===== src/rtl/ipbm_ram.sv =====
module ipbm_ram #(
	parameter int W = 8,
	parameter int D = 16,
	parameter int AW = (D > 1) ? $clog2(D) : 1
) (
	input logic clk,
	input logic we,
	input logic [AW-1:0] waddr,
	input logic [W-1:0] wdata,
	input logic [AW-1:0] raddr,
	output logic [W-1:0] rdata
);

	logic [W-1:0] mem [D];

	always_ff @(posedge clk) begin
		if (we) begin
			mem[waddr] <= wdata;
		end
		rdata <= mem[raddr];
	end

endmodule


===== config.mk =====
export PLATFORM = sky130hd
export DESIGN_NAME = ipbm_ram
export DESIGN_NICKNAME = d
export VERILOG_FILES = /design/src/rtl/ipbm_ram.sv
export SDC_FILE = /design/constraint.sdc
export NUM_CORES = 1
export LEC_CHECK = 0
export BUFFER_PORTS_ARGS = -buffer_cell sky130_fd_sc_hd__buf_2
export CORE_MARGIN = 10
export CORE_UTILIZATION = 25
export CTS_CLUSTER_SIZE = 8
export DETAILED_ROUTE_END_ITERATION = 10
export MAX_ROUTING_LAYER = met4
export SYNTH_ARGS = -nofsm -noshare
export SYNTH_HDL_FRONTEND = slang
export SYNTH_SLANG_ARGS = --single-unit

===== constraint.sdc =====
create_clock -name clk -period 2.5 [get_ports clk]
set_clock_uncertainty 0.15 [all_clocks]
set_input_delay 0.375 -clock clk [delete_from_list [all_inputs] [get_ports clk]]
set_output_delay 0.375 -clock clk [all_outputs]
set_load 0.005 [all_outputs]

==> summary.md <==
| Metric | Value |
|---|---|
| IO buf count | `25` |
| H-tree depth | `4` |
| Antenna violations before repair | `0` |
| FF-to-FF Start | `mem[5][3]` |
| Share of cells above drive strength 1 | `32.3%` |
| Total Power | `roughly 5.4 mW` |
| CP arrival | `roughly 1.7 ns` |
| Met3 wire length | `approximately 770 um` |
| Fraction of registers with async set/reset | `0%` |
| Die X | `163 um` |
| Num Clock Sinks | `136` |
| MaxCap Viol Count | `0` |
| Worst stage delay on the critical path | `0.62 ns` |
| CP max FO | `32` |
| Wire length on met2 | `roughly 5300 um` |
| Worst path slowest cell | `mux4_1` |
| Vias/cell | `between 4 and 5` |
| DRC viols | `0` |
| First-pass GRT wire length | `16,600 um` |
| Status | `completed` |
| Die Area | `between 20,000 and 30,000 sq um` |
| RSZ-0062 raised after global routing | `false` |
| Worst path cell trace | `buf_2 -> buf_12 -> mux4_1 -> a22oi_1 -> nand2_1` |
| Post-route clock period utilization | `between 60% and 70%` |
| Worst Hold End | `mem[13][6]` |
| Combinational share of power | `4.4%` |
| Fin Hold WS | `0.192 ns` |
| Clock latency on the worst-skew pair | `approximately 0.42 ns` |
| I/O pin count | `26` |
| Number of antenna diodes | `0` |
| Cells after Synth | `229` |
| Synth area leaders | `edfxtp_1 75%, mux4_2 7.9%, mux4_1 7.1%` |
| Worst-Margin Slew | `0.793 ns` |
| Max-slew violations | `0` |
| DR WL/cell | `19.4 um` |
| Largest net degree at the start of global routing | `33` |
| Reg-to-reg setup timing slack | `1.01 ns` |
| Total GRT Usage | `under 10%` |
| Yosys reg bits | `136` |
| DR vias | `2,444` |
| Flop pwr share | `between 40% and 50%` |
| Distinct cells, synth | `19` |
| Hold-fix buffers at CTS | `0` |
| Resized cells post-CTS | `0` |
| Min-Delay Path Class | `input port to register` |
| Area Growth Syn to Fin | `23.1%` |
| Number of global-route vias before repair | `approximately 2.6k` |
| Worst VDD drop | `roughly 0.00064 V` |
| Post-route antenna net violation count | `0` |
| Cell taking the most area after synthesis | `edfxtp_1` |
| Clock-pin slew on the worst setup and hold paths | `0.06 ns` |
| Number of synthesized flops with an enable pin | `128` |
| Initial Util | `between 20% and 30%` |
| Clock share of power | `between 40% and 50%` |
| R2r endpoint | `rdata[3]` |
| Placed wire-length estimate | `7000 um` |
| Switching part of the total power | `19.2%` |
| Clk root buf | `clkbuf_16` |
| Core footprint | `20,200 sq um` |
| 1st-iter DRT viols | `~250` |
| Finished Core Util | `31.3%` |
| P_int | `4.36 mW` |
| CP startpoint kind | `input port` |
| CTS tree | `done` |
| Fmax | `around 0.65 GHz` |
| Row count | `52` |
| Max-slew headroom | `between 40% and 50%` |
| Endpoints failing hold | `0` |
| Pwr Density | `852 nW/um^2` |
| M1 WL | `between 4000 and 5000 um` |
| DR top layer | `met4` |
| Critical path capture point type | `register` |
| Top-area cell type share of the netlist area | `74.7%` |
| Hold Crit Depth | `1` |
| Setup TNS | `0 ns` |
| Die height | `163 um` |
| Syn nets | `247` |
| NetSw | `around 1.0 mW` |
| Hold wc startpoint | `wdata[6]` |
| Setup bufs post-CTS | `0` |
| Count of final setup violators | `0` |
| Syn_area_per_cell | `22.5 sq um` |
| Grt ovf | `0` |
| Commonest cells post-synth | `128 x edfxtp_1, 18 x mux4_2, 16 x a22oi_1` |
| Nets@finish | `slightly above 300` |
| Filler cells | `1,915` |
| R2R depth | `3` |
| Drt first pass iters | `4` |
| Most used DFF post-synth | `edfxtp_1` |
| CTS Buffer Depth | `2` |
| Static Leak | `approximately 2.1 nW` |
| Most numerous cell in the Yosys netlist | `edfxtp_1` |
| GP Congestion | `0.740` |
| Final WL | `roughly 11,000 um` |
| Yosys Warn Count | `0` |
| Final instance area | `between 6000 and 7000 sq um` |
| Post-DP Area | `5710 sq um` |
| Post-synthesis sequential area ratio | `77.8%` |
| Critical setup path kind | `input port to register` |
| CTS buffer count | `17` |
| Post-Syn Area | `5150 sq um` |
| Post-route minimum period | `1.54 ns` |
| WP data required | `2.64 ns` |
## sequential cells by signal, indices dropped and copies added, names as in the netlist
signal and cells:
mem 128, rdata 8
## power groups by stage
stage	combinational, mW	sequential [mW]	clock (mW)
finish	0.240	2.57	2.59
global route	0.265	2.57	2.77
CTS	0.246	2.57	2.65
detailed placement	0.246	2.62	0
global placement	0.237	2.62	0
floorplan	0.129	2.61	0
## metrics by stage
step                setup WS, ns  cells
CTS                        0.944    567
global placement           0.530    535
floorplan                  0.482    229
detailed placement         0.507    535
finish                     0.965    567
global route               0.888    567
## worst max-delay path: cells and delay by family
kind	cells	cell delay, ns
simple gates	1	0.09
mux	1	0.62
buf+inv	2	0.35
compound gates	1	0.22
## worst max path at each step
stage | startpoint | slack (ns) | cells after the start | end
global placement | raddr[0] | 0.53 | 5 | rdata[1]
detailed placement | raddr[0] | 0.51 | 5 | rdata[1]
CTS | raddr[0] | 0.94 | 5 | rdata[1]
finish | raddr[0] | 0.96 | 5 | rdata[1]
global route | raddr[0] | 0.89 | 5 | rdata[2]
floorplan | waddr[2] | 0.48 | 2 | mem[0][0]
## cell type report
type	instances	area (sq um)	share of cell area, %
clock inverter	13	176	2.78
tap	270	338	5.33
sequential	136	4000	63.2
timing repair buffer	46	308	4.86
multi-input combinational	83	1060	16.7
clock buffer	19	453	7.15
## cell usage in the layout, fill, tap and decap left out, drive strengths merged, types with 7 or more instances in the layout
cell,count
clkbuf,19
buf,46
edfxtp,128
a22oi,16
nor2,13
dfxtp,8
clkinv,7
mux4,32
nand2,9
## layer usage
layer | global-route usage (%) | up-vias
met5 | - | -
met3 | 2.54 | 4
met4 | 2.92 | 0
met1 | 11.6 | 1277
met2 | 13.2 | 80
li1 | - | 1083
## kinds of logic (layout without fill, tap and decap cells)
| group | after synthesis | after routing | share of synthesized area [%] |
|---|---|---|---|
| compound gates | 16 | 16 | 2.33 |
| buf+inv | 10 | 78 | 1.68 |
| flops | 136 | 136 | 77.8 |
| mux | 32 | 32 | 15.0 |
| simple gates | 35 | 35 | 3.18 |
Power figures use the tool's default switching activity.
